--- config.mk ---
export PLATFORM = sky130hd
export DESIGN_NAME = owp_merge
export DESIGN_NICKNAME = d
export VERILOG_FILES = /design/src/hdl/owp_pkg.sv /design/src/hdl/owp_merge.sv
export SDC_FILE = /design/constraint.sdc
export NUM_CORES = 1
export LEC_CHECK = 0
export BUFFER_PORTS_ARGS = -buffer_cell sky130_fd_sc_hd__buf_2
export CAP_MARGIN = 5
export CORE_MARGIN = 5
export CORE_UTILIZATION = 25
export DETAILED_ROUTE_END_ITERATION = 8
export MAX_ROUTING_LAYER = met4
export PLACE_DENSITY = 0.58
export RECOVER_POWER = 50
export REMOVE_ABC_BUFFERS = 1
export SYNTH_ARGS = -nofsm -noshare
export SYNTH_HDL_FRONTEND = slang
export SYNTH_SLANG_ARGS = --single-unit
--- constraint.sdc ---
create_clock -name i_clk -period 1 [get_ports i_clk]
set_clock_uncertainty 0.1 [all_clocks]
set_input_delay 0.1 -clock i_clk [delete_from_list [all_inputs] [get_ports i_clk]]
set_output_delay 0.1 -clock i_clk [all_outputs]
set_load 0.01 [all_outputs]
--- src/hdl/owp_pkg.sv ---
// shared types and constants for the omni wheel speed controller
`timescale 1ns / 1ps
`default_nettype none

package owp_pkg;

    localparam int NWHEEL  = 3;
    localparam int IN_W    = 16;
    localparam int PROD_W  = 32;
    localparam int SUM_W   = 32;
    localparam int FRAC_W  = 15;
    localparam int TGT_W   = SUM_W - FRAC_W;
    localparam int ERR_W   = 18;
    localparam int GAIN_W  = 16;
    localparam int ACC_W   = 32;
    localparam int DUTY_W  = 13;
    localparam int CFG_W   = 16;
    localparam int IDX_W   = 2;

    localparam logic signed [IN_W-1:0] C866 = 16'sd28378;
    localparam logic signed [IN_W-1:0] R012 = 16'sd3932;
    localparam int HALF_SH = 14;
    localparam int ONE_SH  = 15;

    localparam logic [DUTY_W-1:0] FULL_SCALE = 13'd7200;
    localparam logic [DUTY_W-1:0] LIM_RESET  = 13'd7100;

    localparam logic [IDX_W-1:0] CFG_KP  = 2'd0;
    localparam logic [IDX_W-1:0] CFG_KI  = 2'd1;
    localparam logic [IDX_W-1:0] CFG_LIM = 2'd2;

    typedef logic signed [ERR_W-1:0] t_err;
    typedef logic [DUTY_W-1:0] t_duty;

    typedef enum logic [2:0] {
        ST_IDLE,
        ST_KMUL,
        ST_KSUM,
        ST_ERR,
        ST_PMUL,
        ST_ACC,
        ST_DRV,
        ST_OUT
    } t_state;

    typedef struct packed {
        logic load;
        logic mul_en;
        logic sum_en;
        logic err_en;
    } t_kin_ctrl;

    typedef struct packed {
        logic mul_en;
        logic acc_en;
        logic drv_en;
    } t_lane_ctrl;

endpackage

`default_nettype wire

--- src/hdl/owp_merge.sv ---
// output register that gathers the three lane results
`timescale 1ns / 1ps
`default_nettype none

module owp_merge (
    input  wire                  i_clk,
    input  wire                  i_rst_n,
    input  wire                  i_load,
    input  wire                  i_ready,
    input  wire                  i_dir  [owp_pkg::NWHEEL],
    input  owp_pkg::t_duty       i_duty [owp_pkg::NWHEEL],
    output logic                 o_valid,
    output logic                 o_dir_a,
    output owp_pkg::t_duty       o_duty_a,
    output logic                 o_dir_b,
    output owp_pkg::t_duty       o_duty_b,
    output logic                 o_dir_c,
    output owp_pkg::t_duty       o_duty_c
);
    import owp_pkg::*;

    logic  r_valid;
    logic  r_dir  [NWHEEL];
    t_duty r_duty [NWHEEL];

    always_ff @(posedge i_clk) begin
        if (!i_rst_n) begin
            r_valid <= 1'b0;
        end else if (i_load) begin
            r_valid <= 1'b1;
        end else if (i_ready) begin
            r_valid <= 1'b0;
        end
    end

    always_ff @(posedge i_clk) begin
        if (i_load) begin
            for (int j = 0; j < NWHEEL; j++) begin
                r_dir[j]  <= i_dir[j];
                r_duty[j] <= i_duty[j];
            end
        end
    end

    assign o_valid  = r_valid;
    assign o_dir_a  = r_dir[0];
    assign o_duty_a = r_duty[0];
    assign o_dir_b  = r_dir[1];
    assign o_duty_b = r_duty[1];
    assign o_dir_c  = r_dir[2];
    assign o_duty_c = r_duty[2];

endmodule

`default_nettype wire

# Yosys cells after proc, flatten, opt, wreduce, memory -nomap -nowiden
# Memory sizes are Yosys's and may differ from the RTL's.
# Index checks and enable logic that the tools add are counted.
dict set report totals {
  reg_bits 1
  ram_bits 42
  in_bits 46
  n_memories 2
}
# memory words word_bits rd rd_clocked_by_memory_dff write_ports line_no
set mem_list {}
lappend mem_list {r_duty 3 13 3 0 3 owp_merge.sv:24} ;# t_duty r_duty [NWHEEL];
lappend mem_list {r_dir 3 1 3 0 3 owp_merge.sv:23} ;# logic r_dir [NWHEEL];
dict set report op_classes {
  n_mux 4
  reduce_logical 1
}
# cell count
set op_table {}
lappend op_table {{2-to-1 mux 1 bit} 4}
lappend op_table {{nonzero test 2 bit} 1}

# Depth between registers and ports, before layout
dict set report logic_depth {
  ltp_word 2
  depth_mapped 2
  depth_no_buf 2
}

# Worst setup path after synthesis
# No wires, ideal clock.
dict set report synth_path {
  path_type {register to register}
  start {register, netlist name o_valid}
  end {register r_valid (netlist: o_valid)}
  arrival_ns 0.585
  slack_ns 0.200
  stages_incl_launch_ff 3
  n_path_buf 0
  period_less_slack_ns 0.800
  path_cell_list {dfxtp_1 nor2b_4 o21a_1}
}
# item line_no
set synth_lines {}
lappend synth_lines {{to (signal assigned)} owp_merge.sv:28} ;# r_valid <= 1'b0;
lappend synth_lines {{to (signal assigned)} owp_merge.sv:30} ;# r_valid <= 1'b1;
lappend synth_lines {{to (signal assigned)} owp_merge.sv:32} ;# r_valid <= 1'b0;
lappend synth_lines {{to (decl)} owp_merge.sv:22} ;# logic r_valid;

==> impl_metrics.tcl <==
set metrics [dict create \
    end_kind "primary output" \
    cp.depth 1 \
    drt_wl_total_mm 3.361 \
    whs_path_depth 3 \
    worstPathCellList "buf_2" \
    placed_area_sq_um 1871 \
    yosysTopAreaCell "edfxtp_1" \
    cap_viol_max_count 0 \
    worstPathMaxFanout 1 \
    clock_tree.buffer_depth 2 \
    die_w_microns 82.18 \
    irDropWorstVdd_mv 0.9987 \
    vias_per_cell 3.800 \
    coreArea_sq_um 5075 \
    power_mw 3.893 \
    final_layout_size_suffix_gt1_frac 0.5243 \
    antenna_left 0 \
    grt_pass1_wl_mm 5.002 \
    grt_setup_unrepaired "yes" \
    cts-root-buf "clkbuf_8" \
    crit_buf_inv 1 \
    wl_per_cell_microns 13.18 \
    cts_tree "done" \
    cpPeakStageDelay_ns 0.37 \
    crit_family "flip-flops" \
    io_buffer_count 88 \
    crit_type "reg -> out" \
    nets 231 \
    synth_xor_xnor_area_share 0 \
    diodes 0 \
    synth_area_per_cell_sq_um 28.94 \
    drc 0 \
    die-area_sq_um 6754 \
    vias 969 \
    final_cell_area_sq_um 2374 \
    fmaxAchievable_mhz 991.6 \
    pin_count 89 \
    violations "negative setup slack" \
    period_needed_ns 1.008 \
    synth-compound-area-share 0.005764 \
    yosysSeqAreaShare 0.9837 \
    place_ws_ns 0.1522 \
    synthCells 45 \
    antenna_found_initial 0 \
    outcome "finished with violations" \
    hpwl_mm 2.421 \
    min_path_type "in -> reg" \
    num_rows 26 \
    worst_path_max_delay_cell "edfxtp_1" \
    dr.pass1.iters 3 \
    grt_pass1_vias 1071 \
    final_util 0.4677 \
    drt_iter0_drc 21 \
    cts-buffers-inserted 5 \
    track_usage 0.1074 \
    fin_ws_ns -0.008451 \
    htree_levels 2 \
    synth_top_family_by_area "simple AND/OR/NAND/NOR gates" \
    synth_ff_type "edfxtp_1" \
    cp_data_arrival_time_ns 0.81 \
    yosys.cell_types.count 4 \
    area_growth_pct 82.23 \
    startpoint_type "flip-flop" \
    worst_skew_pair.late_latency_ns 0.28 \
    setup_violations 9 \
    hold-worst-slack_ns 0.04680 \
    period_share 1.008 \
    overflow 0 \
    synth_area_sq_um 1302 \
    start_util 0.2567 \
    ys_async_sr_fraction 0 \
    synth_simple_gate_area_frac 0.01057 \
    cellLeakagePower_nw 1.010 \
    finalHoldViolCount 0 \
    finalNonFillerCells 255 \
    place.gp.congestion 0.6981 \
    synth-edff-count 42 \
    setup_tns_ns -0.04083 \
    drv_slew 0 \
    r2r_cells 2 \
    synth_top_area_frac 0.9683 \
    synthAdderAreaFrac 0 \
    crit_required_ns 0.80 \
    synthMuxAreaShare 0 \
    synthTopCellsByCount "edfxtp_1 (42), dfxtp_1 (1), nor2b_4 (1), o21a_1 (1)" \
    cts.sinks 43 \
    synthTopCellsByArea "edfxtp_1 (97%), dfxtp_1 (1.5%), nor2b_4 (1.1%), o21a_1 (0.58%)" \
    dp.cells 205 \
    synth_most_common_cell "edfxtp_1" \
    worstMarginPinSlew_ns 0.5836 \
    yosysWarnings 0 \
    ys_ff_latch 43 \
    die_h_microns 82.18 \
    grt_max_degree 25 \
    powerDensity_nw_per_um2 1640 \
    nFillCells 479 \
    clk_pin_slew_ns 0.08 \
    timing.slew.headroom 0.6109 \
]
-- metal layers --
layer / part of all wire / routed length (microns) / track usage / vias to the layer above
met1: 0.34 / 1155 / 0.1031 / 452
li1: - / - / - / 457
met3: 0.094 / 317 / 0.04881 / 6
met5: 0 / 0 / - / -
met2: 0.55 / 1847 / 0.1931 / 54
met4: 0.012 / 41 / 0.02990 / 0
-- registers in the layout, indices dropped and copies added, names as in the netlist --
| signal | count |
|---|---|
| o_valid | 1 |
| r_dir | 3 |
| r_duty | 39 |
-- cell usage in the layout, fill, tap and decap left out --
cell type	n
buf_2	87
bufinv_16	1
clkbuf_1	2
clkbuf_2	2
clkbuf_8	5
dfxtp_2	1
dlygate4sd3_1	43
edfxtp_1	42
nor2b_4	1
o21a_1	1
-- where the power goes --
group	internal, mW	switching (mW)
Sequential	2.13	0.0311
Combinational	0.265	0.211
Clock	0.731	0.521
Total	3.13	0.763
-- cells by family after synthesis --
logic type         Yosys count
DFF                         43
and+or+nand+nor              1
AOI/OAI and AO/OA            1
-- worst paths after layout --
check,start,to,slack [ns]
worst min-delay path,i_ready,o_valid$_SDFFE_PN0P_,0.05
worst max-delay path,r_duty[0][22]$_DFFE_PP_,o_duty_b[9],-0.008
worst max register to register,o_valid$_SDFFE_PN0P_,o_valid$_SDFFE_PN0P_,0.19
worst min register to register,o_valid$_SDFFE_PN0P_,o_valid$_SDFFE_PN0P_,0.50
-- repair_timing --
item	in CTS	in global routing
hold endpoints to repair	43	0
hold buffers	43	0
setup buffers	0	0
setup endpoints to repair	35	43
gates resized for setup	0	1
-- cell type report --
cell class / count / area, sq um / share of cell area
clock inverters: 1 / 30.03 / 0.01265
well taps: 70 / 87.58 / 0.03690
flip-flops and latches: 43 / 1282 / 0.5403
repair buffers: 133 / 879.6 / 0.3706
multi-input cells: 2 / 21.27 / 0.008962
clock buffers: 6 / 72.57 / 0.03057
No activity file was read; power rests on OpenSTA's default activity.
