## config.mk

```make
export PLATFORM = sky130hd
export DESIGN_NAME = owp_lane
export DESIGN_NICKNAME = d
export VERILOG_FILES = /design/src/hdl/owp_pkg.sv /design/src/hdl/owp_lane.sv
export SDC_FILE = /design/constraint.sdc
export NUM_CORES = 2
export LEC_CHECK = 0
export BUFFER_PORTS_ARGS = -buffer_cell sky130_fd_sc_hd__buf_4
export CAP_MARGIN = 20
export CORE_MARGIN = 8
export CORE_UTILIZATION = 52
export DETAILED_ROUTE_END_ITERATION = 8
export PLACE_DENSITY = 0.71
export SYNTH_ARGS = -nofsm -noshare
export SYNTH_HDL_FRONTEND = slang
export SYNTH_SLANG_ARGS = --single-unit
export TNS_END_PERCENT = 5
```

## constraint.sdc

```tcl
create_clock -name i_clk -period 22.7 [get_ports i_clk]
set_clock_uncertainty 0.1 [all_clocks]
set_input_delay 2.27 -clock i_clk [delete_from_list [all_inputs] [get_ports i_clk]]
set_output_delay 2.27 -clock i_clk [all_outputs]
set_load 0.005 [all_outputs]
```

## src/hdl/owp_pkg.sv

```systemverilog
// shared types and constants for the omni wheel speed controller
`timescale 1ns / 1ps
`default_nettype none

package owp_pkg;

    localparam int NWHEEL  = 3;
    localparam int IN_W    = 16;
    localparam int PROD_W  = 32;
    localparam int SUM_W   = 32;
    localparam int FRAC_W  = 15;
    localparam int TGT_W   = SUM_W - FRAC_W;
    localparam int ERR_W   = 18;
    localparam int GAIN_W  = 16;
    localparam int ACC_W   = 32;
    localparam int DUTY_W  = 13;
    localparam int CFG_W   = 16;
    localparam int IDX_W   = 2;

    localparam logic signed [IN_W-1:0] C866 = 16'sd28378;
    localparam logic signed [IN_W-1:0] R012 = 16'sd3932;
    localparam int HALF_SH = 14;
    localparam int ONE_SH  = 15;

    localparam logic [DUTY_W-1:0] FULL_SCALE = 13'd7200;
    localparam logic [DUTY_W-1:0] LIM_RESET  = 13'd7100;

    localparam logic [IDX_W-1:0] CFG_KP  = 2'd0;
    localparam logic [IDX_W-1:0] CFG_KI  = 2'd1;
    localparam logic [IDX_W-1:0] CFG_LIM = 2'd2;

    typedef logic signed [ERR_W-1:0] t_err;
    typedef logic [DUTY_W-1:0] t_duty;

    typedef enum logic [2:0] {
        ST_IDLE,
        ST_KMUL,
        ST_KSUM,
        ST_ERR,
        ST_PMUL,
        ST_ACC,
        ST_DRV,
        ST_OUT
    } t_state;

    typedef struct packed {
        logic load;
        logic mul_en;
        logic sum_en;
        logic err_en;
    } t_kin_ctrl;

    typedef struct packed {
        logic mul_en;
        logic acc_en;
        logic drv_en;
    } t_lane_ctrl;

endpackage

`default_nettype wire

```

## src/hdl/owp_lane.sv

```systemverilog
// one wheel lane: incremental pi, saturation, direction and magnitude
`timescale 1ns / 1ps
`default_nettype none

module owp_lane (
    input  wire                          i_clk,
    input  wire                          i_rst_n,
    input  owp_pkg::t_lane_ctrl          i_ctrl,
    input  wire [owp_pkg::GAIN_W-1:0]    i_kp,
    input  wire [owp_pkg::GAIN_W-1:0]    i_ki,
    input  wire [owp_pkg::DUTY_W-1:0]    i_lim,
    input  owp_pkg::t_err                i_err,
    output logic                         o_dir,
    output owp_pkg::t_duty               o_duty
);
    import owp_pkg::*;

    localparam int D_W   = ERR_W + 1;
    localparam int PD_W  = GAIN_W + 1 + D_W;
    localparam int IE_W  = GAIN_W + 1 + ERR_W;
    localparam int SUM_W2 = PD_W + 2;
    localparam int V_W   = ACC_W - 8;

    localparam logic signed [ACC_W-1:0] ACC_MAX = {1'b0, {(ACC_W-1){1'b1}}};
    localparam logic signed [ACC_W-1:0] ACC_MIN = {1'b1, {(ACC_W-1){1'b0}}};

    t_err                      r_prev;
    logic signed [ACC_W-1:0]   r_acc;
    logic signed [PD_W-1:0]    r_pd;
    logic signed [IE_W-1:0]    r_ie;
    logic                      r_dir;
    t_duty                     r_duty;

    logic signed [GAIN_W:0]    w_kp_s, w_ki_s;
    logic signed [D_W-1:0]     w_d;
    logic signed [SUM_W2-1:0]  w_sum;
    logic signed [ACC_W-1:0]   n_acc;
    logic                      n_dir;
    t_duty                     n_duty;

    assign w_kp_s = $signed({1'b0, i_kp});
    assign w_ki_s = $signed({1'b0, i_ki});
    assign w_d    = D_W'(i_err) - D_W'(r_prev);
    assign w_sum  = SUM_W2'(r_acc) + SUM_W2'(r_pd) + SUM_W2'(r_ie);

    // clamp the exact sum to the 32 bit range
    always_comb begin
        if (w_sum[SUM_W2-1:ACC_W-1] == '0 || w_sum[SUM_W2-1:ACC_W-1] == '1) begin
            n_acc = w_sum[ACC_W-1:0];
        end else if (w_sum[SUM_W2-1]) begin
            n_acc = ACC_MIN;
        end else begin
            n_acc = ACC_MAX;
        end
    end

    always_comb begin
        logic signed [V_W-1:0] v;
        logic signed [V_W-1:0] lim_s;
        logic                  up;
        up    = r_acc[ACC_W-1] && (r_acc[7:0] != '0);
        v     = $signed(r_acc[ACC_W-1:8]) + $signed({{(V_W-1){1'b0}}, up});
        lim_s = $signed({{(V_W-DUTY_W){1'b0}}, i_lim});
        if (v > lim_s) begin
            v = lim_s;
        end else if (v < -lim_s) begin
            v = -lim_s;
        end
        n_dir = (v > 0);
        if (v < 0) begin
            n_duty = DUTY_W'(-v);
        end else begin
            n_duty = DUTY_W'(v);
        end
    end

    always_ff @(posedge i_clk) begin
        if (!i_rst_n) begin
            r_prev <= '0;
            r_acc  <= '0;
        end else if (i_ctrl.acc_en) begin
            r_prev <= i_err;
            r_acc  <= n_acc;
        end
    end

    always_ff @(posedge i_clk) begin
        if (i_ctrl.mul_en) begin
            r_pd <= PD_W'(w_kp_s) * PD_W'(w_d);
            r_ie <= IE_W'(w_ki_s) * IE_W'(i_err);
        end
        if (i_ctrl.drv_en) begin
            r_dir  <= n_dir;
            r_duty <= n_duty;
        end
    end

    assign o_dir  = r_dir;
    assign o_duty = r_duty;

endmodule

`default_nettype wire

```

# After elaboration in Yosys (flattened, before gate mapping)
# Index checks and enable logic that the tools add are counted.
dict set report word_totals {
  register_bits 135
  out_inout_bits 14
}
dict set report classes {
  add_sub_neg 6
  multipliers 2
  eq_ne 1
  mux 5
  reduce_logical 4
  order_cmp 4
}
# op n
set ops {}
lappend ops {{32-bit two-way mux} 2}
lappend ops {{24-bit two-way mux} 2}
lappend ops {{37-bit by 35-bit adder with 38-bit output} 1}
lappend ops {{32-bit by 36-bit adder with 37-bit output} 1}
lappend ops {{17-bit by 19-bit multiplier with 36-bit output} 1}
lappend ops {{17-bit by 18-bit multiplier with 35-bit output} 1}
lappend ops {{24-bit by 2-bit adder with 24-bit output} 1}
lappend ops {{24-bit by 1-bit > comparator with 1-bit output, second input constant} 1}
lappend ops {{24-bit by 14-bit > comparator with 1-bit output} 1}
lappend ops {{24-bit by 1-bit less-than comparator with 1-bit output, second input constant} 1}
lappend ops {{24-bit less-than comparator} 1}
lappend ops {{13-bit negation with 24-bit output} 1}
lappend ops {{18-bit by 18-bit subtractor with 19-bit output} 1}
lappend ops {{13-bit two-way mux} 1}
lappend ops {{13-bit negation} 1}
lappend ops {{8-bit nonzero test} 1}
lappend ops {{7-bit == test, second input constant} 1}
lappend ops {{7-bit zero test} 1}
lappend ops {{1-bit logical AND} 1}
lappend ops {{1-bit logical OR} 1}

# Longest topological paths before layout
dict set report depth {
  ltp_word 8
  depth_mapped 40
  depth_no_buf 38
}

# Worst setup path after synthesis
# Ideal clock, no wire load.
dict set report synth_timing {
  kind {input port to flip-flop}
  start {in i_err[0]}
  end {reg r_pd[35], data pin}
  slack_ps 11484
  path_stages 38
  arrival_time_ps 10856
  path_buffers 2
  required_ps 22340
  cell_sequence {clkbuf_1 > inv_1 > ha_1 > fa_1 > nor2b_1 > o21ai_0 > a21boi_0 > o21ai_0 > a21boi_1 > o21ai_0 > a21oi_1 > or3_1 > a21oi_1 > xnor2_1 > clkbuf_1 > nand2_1 > fa_1 > fa_1 > [... 2 more ...] > fa_1 > fa_1 > inv_1 > fa_1 > inv_1 > ha_1 > a21o_1 > a21oi_1 > o21ai_0 > a221oi_1 > o21a_1 > nor4_1 > o41ai_1 > o21ai_0 > or4_1 > a31o_2 > a21oi_1 > xnor2_1}
}
dict set report synth_via {
  elab_chain_cells 2
}
# item line
set synth_rtl {}
lappend synth_rtl {{start, declared} owp_lane.sv:12} ;# input owp_pkg::t_err i_err,
lappend synth_rtl {{18-bit by 18-bit subtractor with 19-bit output} owp_lane.sv:43} ;# assign w_d = D_W'(i_err) - D_W'(r_prev);
lappend synth_rtl {{17-bit by 19-bit multiplier with 36-bit output} owp_lane.sv:89} ;# r_pd <= PD_W'(w_kp_s) * PD_W'(w_d);
lappend synth_rtl {{end signal, assigned} owp_lane.sv:89}
lappend synth_rtl {{end, declared} owp_lane.sv:29} ;# logic signed [PD_W-1:0] r_pd;
# Every way passes these cells.
# A chain may end at the register's enable or synchronous reset.

# Worst setup path after layout
# Same ends and word-level chain as after synthesis.

==> flow_results.org <==
** Route
- After detailed routing, the average wire length per cell comes to 16.9 um.
- Number of DRC violations after detailed routing :: 0
- Detailed routing inserted a total of 23600 vias.
- Routed WL :: 74700 um
- Initial DRC Count :: 1348
- The detail route stage leaves a number of antenna-violating nets equal to 0.
- DR pass1 iterations :: 8
- Dividing the detail-routed via count by the number of cells gives 5.34.

** Yosys
- The synthesized design contains 85 enable-type register cells.
- Count of distinct cell types in the synthesized netlist :: 77
- A synthesized cell averages 9.13 um^2.
- Synthesis handed over a netlist of 3570 instances.
- Asr flop ratio synth :: 0
- The Yosys step of the flow raised 0 warnings.
- Share of synthesized area occupied by flip-flops and latches :: 0.109
- In this run, synthesis produced a sequential element count of 135.
- Counting every net in the synthesized netlist gives 4544.
- Post-synthesis cell area :: 0.0326 mm^2
- Main synth FF type :: edfxtp_1

** Clock tree
- After clock tree synthesis, the flow added hold-fix buffers numbering 0.
- The clock reaches the later pin of the worst-skew pair after 0.45 ns.
- Maximum number of buffers from clock root to sink :: 2
- TritonCTS created 17 clock buffers.
- Total clock sinks :: 135
- After clock tree synthesis, the clock-pin slew on the worst setup and hold paths is 0.06 ns.
- Once the clock tree was built, the setup fixing pass inserted 0 buffers.
- Clock tree synthesis selected as its root buffer the cell clkbuf_16.
- The clock tree synthesis step divided the H-tree into 4 levels.
- TritonCTS clock tree :: built
- Number of cells upsized or downsized after cts :: 0

** STA
- Shortest period the worst path allows :: 11.87 ns
- Timing would allow up to 84.3 MHz.
- Setup violations remaining at the end of the flow were counted as 0.
- RSZ-0062 raised after global routing :: false
- Setup TNS after final layout :: 0 ns
- The worst pin sits at a relative slew slack of 0.305.
- The final number of max-transition violations came to 0.
- At the pin with the least slew margin, the transition time is 1.04 ns.
- Final hold viol count :: 0
- Final period util :: 0.523

** Setup path
- Reg2Reg Depth :: 37
- The setup check on the worst reg-to-reg path leaves a slack of 12.66 ns.
- Start point of the critical path :: i_err[0]
- The slowest stage of the critical path belongs to the cell fa_1.
- Delay of the slowest cell on the worst path :: 0.55 ns
- The worst register-to-register path begins at r_prev[0].
- In this run the critical register-to-register path is captured at r_pd[35].
- Data on the critical path is required at its endpoint by 22.79 ns.
- Termination of the worst setup path :: r_pd[35]
- Of all nets on the critical path, the largest fanout is 18.
- The worst setup path is of the in2reg kind.
- CP endpoint kind :: register
- Worst Setup Start Kind :: primary input
- By instance count, the cell type seen most on the critical path is fa_1.
- Data on the critical path arrives at its endpoint at 11.95 ns.

** Floorplan
- The region available for standard cell placement spans 0.0618 mm^2.
- For this design the top-level I/O count stands at 82.
- Vert. Die Dim :: 266 um
- The initial utilization of the core area, before any placement, comes to 0.527.
- Area of the die :: 0.0709 mm^2
- The floorplan has 91 rows.
- Horiz. Die Dim :: 266 um

** Final layout
- Synthesis-to-layout area growth :: 5.97%
- 0 antenna diodes ended up in the layout.
- The library cell used most frequently in the layout, excluding fill and tap cells, is inv_1.
- Post-route non-filler standard cell count :: 4414
- The top cell types in the final layout, fill and taps aside, are 789 x inv_1, 632 x fa_1, 407 x nand2_1.
- Layout cells sized above 1 :: 0.0445
- The net count of the finished layout is 4538.

** GRT
- Global routing finished with a remaining overflow of 0.
- The number of global-route vias before repair is 25100.
- First-pass GRT wire length :: 127000 um
- The number of antenna violations at the first check in global routing was 1.
- Pin count of the biggest net entering global routing :: 72
- Total routing resource utilization after global routing :: 0.219

** Hold path
- Min-Delay Path Class :: reg2reg
- The worst hold path passes through 2 cells.
- Min-Delay Startpoint :: r_prev[9]

** Run
- Max_cap viols :: 0

** Status
- The flow ran to the end, and the final reports show no timing, DRC or antenna violations.

** Placed design
- Placed instance count :: 4382
- Input and output buffers added on the ports amount to 81.
- Detailed placement finished with a half-perimeter wire length of 59900 um.
- The congestion estimate from routability-driven global placement came to 0.897.
metal layers:
metal	vias to the layer above	wire length (um)	GRT usage
met2	617	37700	0.391
met4	0	1880	0.0546
met1	11800	31600	0.281
met5	-	0	0
met3	121	3630	0.0248
li1	11000	-	-
final cells by class:
type	instances	area, um^2
multi-input cells	2516	25600
well taps	837	1050
fillers	5571	27300
inverters	789	2960
flip-flops and latches	135	3550
clock inverters	12	110
repair buffers	105	788
clock buffers	20	500
worst max-delay path, delay by kind of cell:
| kind | cells | cell delay (ns) |
|---|---|---|
| adders and majority gates | 9 | 3.91 |
| AOI/OAI and AO/OA | 17 | 4.00 |
| buffers and inverters | 7 | 0.72 |
| and+or+nand+nor | 5 | 0.94 |
| xor gates and xnor gates | 1 | 0.09 |
through the flow:
| stage | hold WS [ns] | cell area [um^2] | util | setup slack [ns] |
|---|---|---|---|---|
| global placement | 0.398 | 33900 | 0.549 | 10.67 |
| global route | 0.454 | 34500 | 0.559 | 10.01 |
| finish | 0.417 | 34500 | 0.559 | 10.83 |
| CTS | 0.420 | 34500 | 0.559 | 10.88 |
| floorplan | 0.383 | 32600 | - | 11.48 |
| detailed placement | 0.403 | 33900 | 0.549 | 10.48 |
worst min path at each step:
stage	to	slack [ns]
CTS	r_prev[2]	0.42
detailed placement	r_prev[14]	0.40
floorplan	r_prev[10]	0.38
global route	r_prev[10]	0.45
global placement	r_prev[12]	0.40
finish	r_prev[9]	0.42
flip-flops by register name, summed over array words and instances, names as in the netlist:
name and cells:
o_dir 1, o_duty 13, r_acc 32, r_ie 35, r_pd 36, r_prev 18
synthesized netlist by cell type (5+ instances only):
cell	count	area, um^2
clkbuf_1	118	443
nor2_1	101	379
nor3_1	29	145
o21a_1	24	180
o22ai_1	17	106
nand3_1	45	225
a211o_1	5	43.8
a21oi_1	126	631
buf_2	5	25.0
nand2b_1	33	206
nand4_1	20	125
o41ai_1	5	43.8
nor2b_1	55	344
o31ai_1	5	37.5
o211ai_1	6	45.0
maj3_1	6	60.1
a31oi_1	10	62.6
and2_1	260	1630
and3_1	12	75.1
edfxtp_1	85	2550
xor2_1	45	394
xnor2_1	120	1050
mux2i_1	26	260
dfxtp_1	50	1000
fa_1	632	12700
nor4_1	7	43.8
o21bai_1	10	75.1
o21ai_0	82	410
inv_1	789	2960
nand2_1	407	1530
or3_1	5	31.3
a211oi_1	22	165
ha_1	274	3430
a21o_1	39	293
o221a_1	22	248
logic make-up (layout without fill, tap and decap cells):
group | after synthesis | in the layout | share of synthesized area
simple gates | 992 | 992 | 0.151
buf+inv | 919 | 926 | 0.107
fa+ha+maj | 912 | 912 | 0.495
compound gates | 417 | 417 | 0.0848
xor+xnor | 165 | 165 | 0.0443
flops | 135 | 135 | 0.109
mux | 30 | 30 | 0.00937
Power is not shown: default switching activity piles up to over one toggle a cycle in this logic, so the estimate is an artifact.
