===== src/hdl/owp_pkg.sv =====
// shared types and constants for the omni wheel speed controller
`timescale 1ns / 1ps
`default_nettype none

package owp_pkg;

    localparam int NWHEEL  = 3;
    localparam int IN_W    = 16;
    localparam int PROD_W  = 32;
    localparam int SUM_W   = 32;
    localparam int FRAC_W  = 15;
    localparam int TGT_W   = SUM_W - FRAC_W;
    localparam int ERR_W   = 18;
    localparam int GAIN_W  = 16;
    localparam int ACC_W   = 32;
    localparam int DUTY_W  = 13;
    localparam int CFG_W   = 16;
    localparam int IDX_W   = 2;

    localparam logic signed [IN_W-1:0] C866 = 16'sd28378;
    localparam logic signed [IN_W-1:0] R012 = 16'sd3932;
    localparam int HALF_SH = 14;
    localparam int ONE_SH  = 15;

    localparam logic [DUTY_W-1:0] FULL_SCALE = 13'd7200;
    localparam logic [DUTY_W-1:0] LIM_RESET  = 13'd7100;

    localparam logic [IDX_W-1:0] CFG_KP  = 2'd0;
    localparam logic [IDX_W-1:0] CFG_KI  = 2'd1;
    localparam logic [IDX_W-1:0] CFG_LIM = 2'd2;

    typedef logic signed [ERR_W-1:0] t_err;
    typedef logic [DUTY_W-1:0] t_duty;

    typedef enum logic [2:0] {
        ST_IDLE,
        ST_KMUL,
        ST_KSUM,
        ST_ERR,
        ST_PMUL,
        ST_ACC,
        ST_DRV,
        ST_OUT
    } t_state;

    typedef struct packed {
        logic load;
        logic mul_en;
        logic sum_en;
        logic err_en;
    } t_kin_ctrl;

    typedef struct packed {
        logic mul_en;
        logic acc_en;
        logic drv_en;
    } t_lane_ctrl;

endpackage

`default_nettype wire


===== src/hdl/owp_kin.sv =====
// body velocity to wheel target and per wheel speed error
`timescale 1ns / 1ps
`default_nettype none

module owp_kin (
    input  wire                              i_clk,
    input  owp_pkg::t_kin_ctrl               i_ctrl,
    input  wire signed [owp_pkg::IN_W-1:0]   i_vx,
    input  wire signed [owp_pkg::IN_W-1:0]   i_vy,
    input  wire signed [owp_pkg::IN_W-1:0]   i_w,
    input  wire signed [owp_pkg::IN_W-1:0]   i_enc_a,
    input  wire signed [owp_pkg::IN_W-1:0]   i_enc_b,
    input  wire signed [owp_pkg::IN_W-1:0]   i_enc_c,
    output owp_pkg::t_err                    o_err [owp_pkg::NWHEEL]
);
    import owp_pkg::*;

    logic signed [IN_W-1:0]   r_vx, r_vy, r_w;
    logic signed [IN_W-1:0]   r_enc [NWHEEL];
    logic signed [PROD_W-1:0] r_px, r_rw;
    logic signed [SUM_W-1:0]  r_sum [NWHEEL];
    t_err                     r_err [NWHEEL];

    logic signed [SUM_W-1:0]  w_half, w_full;
    t_err                     n_err [NWHEEL];

    assign w_half = SUM_W'(r_vy) <<< HALF_SH;
    assign w_full = SUM_W'(r_vy) <<< ONE_SH;

    // truncate toward zero, then subtract the measured speed
    always_comb begin
        logic signed [TGT_W-1:0] q;
        logic                    up;
        for (int j = 0; j < NWHEEL; j++) begin
            up = r_sum[j][SUM_W-1] && (r_sum[j][FRAC_W-1:0] != '0);
            q  = $signed(r_sum[j][SUM_W-1:FRAC_W]) + $signed({{(TGT_W-1){1'b0}}, up});
            n_err[j] = ERR_W'(q) - ERR_W'(r_enc[j]);
        end
    end

    always_ff @(posedge i_clk) begin
        if (i_ctrl.load) begin
            r_vx     <= i_vx;
            r_vy     <= i_vy;
            r_w      <= i_w;
            r_enc[0] <= i_enc_a;
            r_enc[1] <= i_enc_b;
            r_enc[2] <= i_enc_c;
        end
        if (i_ctrl.mul_en) begin
            r_px <= PROD_W'(C866) * PROD_W'(r_vx);
            r_rw <= PROD_W'(R012) * PROD_W'(r_w);
        end
        if (i_ctrl.sum_en) begin
            r_sum[0] <= r_px + w_half + r_rw;
            r_sum[1] <= r_rw - w_full;
            r_sum[2] <= w_half + r_rw - r_px;
        end
        if (i_ctrl.err_en) begin
            for (int j = 0; j < NWHEEL; j++) begin
                r_err[j] <= n_err[j];
            end
        end
    end

    assign o_err = r_err;

endmodule

`default_nettype wire


===== config.mk =====
export PLATFORM = sky130hd
export DESIGN_NAME = owp_kin
export DESIGN_NICKNAME = d
export VERILOG_FILES = /design/src/hdl/owp_pkg.sv /design/src/hdl/owp_kin.sv
export SDC_FILE = /design/constraint.sdc
export NUM_CORES = 1
export LEC_CHECK = 0
export ABC_AREA = 0
export BUFFER_PORTS_ARGS = -buffer_cell sky130_fd_sc_hd__buf_2
export CORE_MARGIN = 1.5
export CORE_UTILIZATION = 50
export DETAILED_ROUTE_END_ITERATION = 7
export GPL_TIMING_DRIVEN = 0
export PLACE_DENSITY = 0.67
export SYNTH_ARGS = -nofsm -noshare
export SYNTH_HDL_FRONTEND = slang
export SYNTH_SLANG_ARGS = --single-unit

===== constraint.sdc =====
create_clock -name i_clk -period 8.6 [get_ports i_clk]
set_input_delay 0.86 -clock i_clk [delete_from_list [all_inputs] [get_ports i_clk]]
set_output_delay 0.86 -clock i_clk [all_outputs]
set_load 0.005 [all_outputs]

---- Yosys cells after proc, flatten, opt, wreduce, memory -nomap -nowiden ----
Memories as Yosys holds them, arrays and structs flattened.
Cells that the tools add are included.
storage, ports and cells
  register bits ........................... 163
  bits in writable memories ............... 144
  input port bits ......................... 101
  output and inout bits ................... 54
  memories ................................ 2
operators by class
  $add $sub $neg .......................... 11
  multipliers ............................. 2
  multiplexer cells ....................... 4
  reductions and logical operators ........ 6
memories
  name   depth  bits a word  read ports  clocked after memory_dff  wr ports  line           RTL
  r_sum  3      32           3           0                         3         owp_kin.sv:21  logic signed [SUM_W-1:0] r_sum [NWHEEL];
  r_enc  3      16           3           0                         3         owp_kin.sv:19  logic signed [IN_W-1:0] r_enc [NWHEEL];
operator list
  operator                                                               count
  17-bit by 16-bit subtractor with 18-bit output                         3
  17-bit by 2-bit adder with 17-bit output                               3
  15-bit nonzero test                                                    3
  30-bit by 32-bit adder with 32-bit output                              1
  32-bit by 30-bit adder with 32-bit output                              1
  32-bit adder                                                           1
  32-bit by 31-bit subtractor with 32-bit output                         1
  32-bit subtractor                                                      1
  15-bit by 16-bit multiplier with 31-bit output (first input constant)  1
  11-bit by 16-bit multiplier with 27-bit output (first input constant)  1
  1-bit 2-to-1 mux                                                       4
  1-bit logical AND                                                      3

---- Logic depth before layout (Yosys ltp) ----
Gate-level depths: netlist of the first run.
An unclocked memory read counts as a cell.
  depth in word-level cells ............... 5
  mapped depth ............................ 21
  depth with buffers taken out ............ 20

---- Worst setup path after synthesis of the first run ----
Ideal clock, no wire load.
  path kind ............................... reg2reg
  from .................................... reg r_vx[15]
  to ...................................... reg r_px[23], data pin
  arrival time ............................ 5.201 ns
  slack ................................... 3.128 ns
  stages on the path, launching flop included .. 18
  buffers on the path ..................... 0
  period minus slack after synthesis ...... 5.472 ns
  cells stage by stage .................... edfxtp_1 ha_1 inv_1 fa_1 inv_1 fa_1 fa_1 fa_1 inv_1 fa_1 inv_1 ha_1 and3_1 and3_1 o211ai_1 nand3_1 a2111oi_0 xnor2_1
on the way
  longest elaborated chain between the ends .. 1
ends and longest elaborated chain
  element                                         line           RTL
  start: declaration                              owp_kin.sv:18  logic signed [IN_W-1:0] r_vx, r_vy, r_w;
  start signal: assignment                        owp_kin.sv:43  r_vx <= i_vx;
  15-bit by 16-bit multiplier with 31-bit output  owp_kin.sv:51  r_px <= PROD_W'(C866) * PROD_W'(r_vx);
  end signal: assignment                          owp_kin.sv:51
  end: declaration                                owp_kin.sv:20  logic signed [PROD_W-1:0] r_px, r_rw;
Every way passes these cells.
A chain may end at the register's enable or synchronous reset.

---- Final worst setup path of the first run ----
  from .................................... reg r_vx[15]
  to ...................................... reg r_px[31], data pin
The elaborated chain is that of the path after synthesis.

==> impl_results.md, run 1 <==
- Status: finished clean
- # fillers: 4,799
- Vias per cell: about 5.3
- Die width: 239 microns
- Min-delay src: i_vx[2]
- Final Hold Fails: 0
- DR vias: 19,216
- # DRC: 0
- Grt met1 use: between 20 and 30%
- Syn Std Cell Area: 27,800 sq um
- Final wirelength: around 62 mm
- Clk sinks: 299
- Setup Total Neg Slack: 0 ps
- Unrepaired setup endpoints after global routing: no
- #FFs+latches synth: 299
- Setup Fix Bufs, Post-CTS: 0
- Area grow syn2layout: 10.6%
- Post-synth EDFFs: roughly 300
- # hold bufs at CTS: 0
- Clock latency on the worst-skew pair: about 570 ps
- Final worst path period share: 73.1%
- WS Path Type: reg2reg
- Slew Viols, Final: 0
- Worst-margin pin slew: 1330 ps
- Relative slew margins: 11.4%
- Die area: around 57,000 sq um
- Max Clock Freq: 0.159 GHz
- Initial DRC Count: 920
- Startpoint types: flip-flop
- I/O pins: 155
- Placement row count: 86
- Core Area: 55,100 sq um
- GPL Wtd Cong: between 0.9 and 1
- Clock buffer depth: 3
- Number of max-cap violations: 0
- Mapped Cells: 2,640
- Pre-antenna DRT Iters: 6
- Starting Density: between 50% and 60%
- Fraction of registers with async set/reset: 0%
- Unique cell type count in the Yosys netlist: 77
- TritonCTS Buffers: 38
- Multi-input logic area: 16,600 sq um
- Ranking of synthesized cells by area: edfxtp_1, fa_1, ha_1
- Post-synth top flop: edfxtp_1
- Grt total ovfl: 0
- Ys Warns: 0
- N_diodes: 0
- CP required: approximately 8900 ps
- CTS tree: yes
- Commonest non-fill, non-tap cell in the layout: inv_1
- HPWL after DPL: about 51 mm
- CP Max Fanout: 17
- Initial antenna violation count: 0
- Layout net count: 3,530
- PortBufs: roughly 150
- Grt met3 use: 2.46%
- Synth top area share: 32.2%
- Routed Antenna Nets: 0
- Routed length per placed instance: about 17 microns
- Clk slew on worst S/H paths: 60 ps
- Post_cts resized: 0
- Final worst path period need: 6290 ps
- WP data arrival: 6620 ps
- Commonest cells after routing, fill and taps aside: inv_1, ha_1, edfxtp_1
- Reg2reg start: r_vx[15]$_DFFE_PP_
- Syn_area_per_cell: approximately 11 sq um
- Vias in the first global route: 20,080
- Largest net degree at the start of global routing: 78
- H-tree lvl count: 2
- GR peak layer: met2
- Count of final setup violators: 0
- Met2 global-route usage: between 30% and 40%
- Mapped Nets: 3,334
- Crit path capture type: flip-flop
- DIE HEIGHT: 239 microns
- First-pass GRT wire length: between 100 and 150 mm
- CTS root buf: clkbuf_16
- Post-Route Skew: about 26 ps
- Flip-flop and latch area: 8980 sq um
- Seq/Total Area, Yosys: about 32%
- All-Layer GR Usage: around 22%
- CP Launch Point: r_vx[15]$_DFFE_PP_
- Type of the tightest min-delay check: in2reg
- Cell taking the most area after synthesis: edfxtp_1
- Fraction of layout cells with a size suffix above 1: about 8%
-- critical path, stage by stage (launching register included) --
cell and delay (ps):
edfxtp_1 780, ha_1 390, inv_1 200, fa_1 480, fa_1 510, fa_1 520, fa_1 540, inv_1 50
fa_1 520, inv_1 40, ha_1 340, and3_1 210, and3_1 180, o211ai_1 150, a31oi_1 310, o211ai_1 230
and4b_1 220, nor4_1 370
-- final timing paths --
path / depth (start not counted) / end / slack, ps
worst max-delay path: 17 / r_px[31]$_DFFE_PP_ / 2310
worst min-delay path: 1 / r_vx[2]$_DFFE_PP_ / 470
worst max register to register: 17 / r_px[31]$_DFFE_PP_ / 2310
worst min register to register: 0 / r_sum[0][65]$_DFFE_PP_ / 510
-- stage by stage --
stage / setup slack [ps] / hold WS [ps] / std cells / util, % / cell area, sq um
6_report: 2310 / 465 / 3612 / 55.9 / 30800
5_1_grt: 1940 / 453 / 3612 / 55.9 / 30800
4_1_cts: 2300 / 435 / 3612 / 55.9 / 30800
3_5_place_dp: 2320 / 490 / 3544 / 53.7 / 29600
3_3_place_gp: 2340 / 483 / 3542 / 53.6 / 29500
2_1_floorplan: 3130 / 426 / 2640 / - / 27800
-- kinds of logic after synthesis --
| family | count (synthesis) | share of synthesized area, % |
|---|---|---|
| adder cells (fa/ha/maj) | 594 | 33.3 |
| buffers and inverters | 593 | 8.00 |
| AO/OA/AOI/OAI | 493 | 11.8 |
| AND/OR/NAND/NOR | 462 | 8.38 |
| flip-flops | 299 | 32.2 |
| XOR/XNOR | 193 | 6.07 |
| multiplexers | 6 | 0.225 |
-- cells in the mapped netlist, types with 12 or more instances --
cell,instances
o21ai_0,64
o21bai_1,22
nand2b_1,15
clkbuf_1,26
edfxtp_1,299
a211oi_1,22
a31oi_1,21
inv_1,565
ha_1,349
xnor2_1,137
and3_1,32
a21oi_1,134
nor3_1,28
nand2_1,97
nor4_1,14
fa_1,244
o21ai_1,22
o21a_1,21
xor2_1,56
o211ai_1,12
nor2b_1,22
nor2_1,117
nand3_1,49
a21o_1,84
nand4_1,22
and2_1,14
-- layer usage --
| metal | wire length, microns | share of wire [%] | vias up |
|---|---|---|---|
| met1 | 28100 | 46 | 9306 |
| met3 | 2500 | 4.1 | 89 |
| met2 | 29700 | 48 | 453 |
| met4 | 1300 | 2.1 | 0 |
| met5 | 0 | 0 | - |
| li1 | - | - | 9368 |
-- state kept, by name (all words and copies together) (netlist names) --
register	cells
o_err	54
r_enc	48
r_px	31
r_rw	27
r_sum	91
r_vx	16
r_vy	16
r_w	16
-- layout make-up --
type	instances	share of cell area, %
tap	748	3.04
timing repair buffer	156	2.70
multi-input combinational	1748	54.0
clock inverter	25	0.670
inverter	565	6.88
buffer	28	0.349
sequential	299	29.1
clock buffer	43	3.22
Power of run 1 is left out: the tool's default activity adds up to more than one toggle a clock period on the data nets, which glitch-free logic cannot reach.
==> run 2, diff against run 1 <==
- ABC_AREA: 0 -> 1
- clock period: 8.6 -> 6.6 ns (I/O delays scaled with it)
==> run 2 against run 1 <==
Net effect: cell count rose by 28%; core utilization rose by 0.061 points; register-to-register slack got worse by 1400 ps; synthesized area rose by 8.5%; via count rose by 19%; clock skew fell by 12 ps; first-iteration DRC count rose by 33%; synthesized cell count rose by 38%; setup slack got worse by 1400 ps.
==> impl_results.md, run 2 <==
- Inst Count DP: 4,564 (+29%)
- FF-to-FF path depth: 18 (+1)
- Final Hold Fails: 0 (unchanged)
- Relative slew margins: 15.5% (+4.1 points)
- Worst Setup EP: r_px[28]$_DFFE_PP_
- First-pass GRT wire length: 114 mm (+13%)
- Vias per cell: 4.93 (-7.3%)
- Status: finished clean
- CP max stage cell: edfxtp_1
- DIE HEIGHT: 249 microns (+4.1%)
- Crit-path cells: ha_1 -> inv_1 -> fa_1 -> fa_1 -> fa_1 -> fa_1 -> inv_1 -> fa_1 -> inv_1 -> ha_1 -> a21oi_1 -> nor2_1 -> nor2_1 -> o21ai_1 -> nand2_1 -> nand3_1 -> nand2_1 -> nand2_1
- I/O pins: 155 (unchanged)
- CP Launch Point: r_vx[15]$_DFFE_PP_
- Most frequent cell after synthesis: nand2_1
- Type of the tightest min-delay check: in2reg
- Slew Viols, Final: 0 (unchanged)
- Routed length per placed instance: 15.1 microns (-11%)
- Count of final setup violators: 0 (unchanged)
- CTS root buf: clkbuf_16
- Cell repeated most along the worst path: fa_1
- Reg2reg start: r_vx[15]$_DFFE_PP_
- Startpoint types: flip-flop
- Mapped Cells: 3,635 (+38%)
- Final worst path period share: 86.0% (+13 points)
- HPWL after DPL: 60.1 mm (+17%)
- Routed Antenna Nets: 0 (unchanged)
- Pre-antenna DRT Iters: 7 (+1)
- Post-Route Skew: 14.0 ps (-11.8 ps)
- Placement row count: 89 (+3.5%)
- Initial antenna violation count: 0 (unchanged)
- # fillers: 5,435 (+13%)
- CP Max Fanout: 16 (-1)
- Multi-input logic area: 17,800 sq um (+6.9%)
- Cell taking the most area after synthesis: edfxtp_1
- Clock latency on the worst-skew pair: 580 ps (about the same)
- Syn Std Cell Area: 30,200 sq um (+8.5%)
- Seq/Total Area, Yosys: 29.7% (-2.5 points)
- Top reg by flops: r_sum
- GPL Wtd Cong: 0.989 (+6.7%)
- All-Layer GR Usage: 23.2% (+1.0 points)
- Crit path capture type: flip-flop
- Worst-margin pin slew: 1270 ps (-61.0 ps)
- DR vias: 22,838 (+19%)
- Area grow syn2layout: 9.95%
- Syn_area_per_cell: 8.31 sq um (-21%)
- # hold bufs at CTS: 0 (unchanged)
- Clock buffer depth: 3 (unchanged)
- PortBufs: 154 (unchanged)
- Post-synth top flop: edfxtp_1
- WS Path Type: reg2reg
- Largest register FFs: 91 (unchanged)
- Fraction of registers with async set/reset: 0% (unchanged)
- Number of max-cap violations: 0 (unchanged)
- Max Clock Freq: 0.176 GHz (+11%)
- TritonCTS Buffers: 38 (unchanged)
- R2r setup slk: 920 ps (-1390 ps)
- Vias in the first global route: 22,742 (+13%)
- CP required: 6920 ps (-2010 ps)
- Mapped Nets: 4,329 (+30%)
- Synth cell count leaders: nand2_1, inv_1, ha_1, edfxtp_1, fa_1
- CTS tree: yes
- Layout net count: 4,526 (+28%)
- Setup Fix Bufs, Post-CTS: 0 (unchanged)
- Ys Warns: 0 (unchanged)
- Post-synth EDFFs: 299 (unchanged)
- Commonest cells after routing, fill and taps aside: nand2_1, inv_1, ha_1
- WP data arrival: 6000 ps (-620 ps)
- Unique cell type count in the Yosys netlist: 36 (-53%)
- Unrepaired setup endpoints after global routing: no
- Flip-flop and latch area: 8980 sq um (unchanged)
- Clk slew on worst S/H paths: 70 ps (about the same)
- Die width: 249 microns (+4.1%)
- Largest net degree at the start of global routing: 77 (-1.3%)
- Final wirelength: 70.1 mm (+14%)
- Starting Density: 50.9% (+0.37 points)
- Final worst path period need: 5680 ps (-611 ps)
- Post_cts resized: 0 (unchanged)
- # DRC: 0 (unchanged)
- Grt total ovfl: 0 (unchanged)
- Reg2Reg Capture Point: r_px[28]$_DFFE_PP_
- Synth top area share: 29.7% (-2.5 points)
- Core Area: 59,400 sq um (+7.7%)
- Die area: 61,900 sq um (+8.4%)
- Finished Layout Cells: 4,631 (+28%)
- Ranking of synthesized cells by area: edfxtp_1, fa_1, ha_1
- H-tree lvl count: 2 (unchanged)
- Commonest non-fill, non-tap cell in the layout: nand2_1
- #FFs+latches synth: 299 (unchanged)
- Clk sinks: 299 (unchanged)
- Worst path max stage delay: 790 ps (about the same)
- Initial DRC Count: 1,227 (+33%)
- Setup Total Neg Slack: 0 ps (unchanged)
- Fraction of layout cells with a size suffix above 1: 6.33% (-1.8 points)
[run 2: cell count changes in the layout (fill, tap and decap cells not counted), moves of 22 or more]
cell      before  now
nor2_1       117  224
nor2b_1       22    0
a21o_1        84   17
a211oi_1      22    0
inv_1        565  918
nand3_1       49  186
clkbuf_1      30    5
nand2_1       97  925
and3_1        32    0
xnor2_1      137   23
xor2_1        56  126
o21ai_0       64   28
[run 2: cell type report]
cell class / count / share of cell area, %
Clock buffer: 43 / 2.98
Timing Repair Buffer: 157 / 2.56
Inverter: 920 / 10.4
Clock inverter: 22 / 0.591
Sequential cell: 299 / 27.0
Buffer: 1 / 0.0113
Multi-Input combinational cell: 2415 / 53.5
Tap cell: 773 / 2.91
Antenna cell: 1 / 0.00753
[run 2: metrics by stage]
| step | worst slack, ps | utilization, % | instance area, sq um | hold WS, ps |
|---|---|---|---|---|
| after floorplan | 1550 | - | 30200 | 426 |
| after global placement | 1070 | 53.8 | 32000 | 435 |
| after detailed placement | 988 | 53.9 | 32000 | 454 |
| after CTS | 948 | 55.9 | 33200 | 221 |
| after global routing | 595 | 56.0 | 33200 | 231 |
| final | 923 | 56.0 | 33200 | 252 |
[run 2: worst min-delay path by stage]
stage	startpoint	endpoint	cells after the start
final	i_w[12]	r_w[12]$_DFFE_PP_	1
after global routing	i_w[13]	r_w[13]$_DFFE_PP_	1
after CTS	i_vx[15]	r_vx[15]$_DFFE_PP_	1
after detailed placement	r_rw[14]$_DFFE_PP_	r_sum[0][46]$_DFFE_PP_	0
after global placement	r_rw[14]$_DFFE_PP_	r_sum[0][46]$_DFFE_PP_	0
after floorplan	r_rw[14]$_DFFE_PP_	r_sum[0][46]$_DFFE_PP_	0
[run 2: critical path, delay by kind of cell (launching register included)]
kind / cells / cell delay (ps)
adder cells (fa/ha/maj): 7 / 3370
flip-flops: 1 / 790
AND/OR/NAND/NOR: 6 / 530
AO/OA/AOI/OAI: 2 / 400
buffers and inverters: 3 / 320
[run 2: metal layers]
layer	global-route usage (%)	vias to the layer above	share of wire (%)
li1	-	11643	-
met1	29.2	10578	43
met2	41.0	489	49
met3	2.38	128	4.2
met4	8.69	0	3.6
met5	0	-	0
[run 2: kinds of logic after synthesis]
family          count (synthesis)  synth area share [%]
simple gates                 1460                  20.0
buf+inv                       921                  11.4
fa+ha+maj                     593                  30.6
flops                         299                  29.7
compound gates                213                  3.95
xor+xnor                      149                  4.32
Power of run 2 is left out for the same reason.
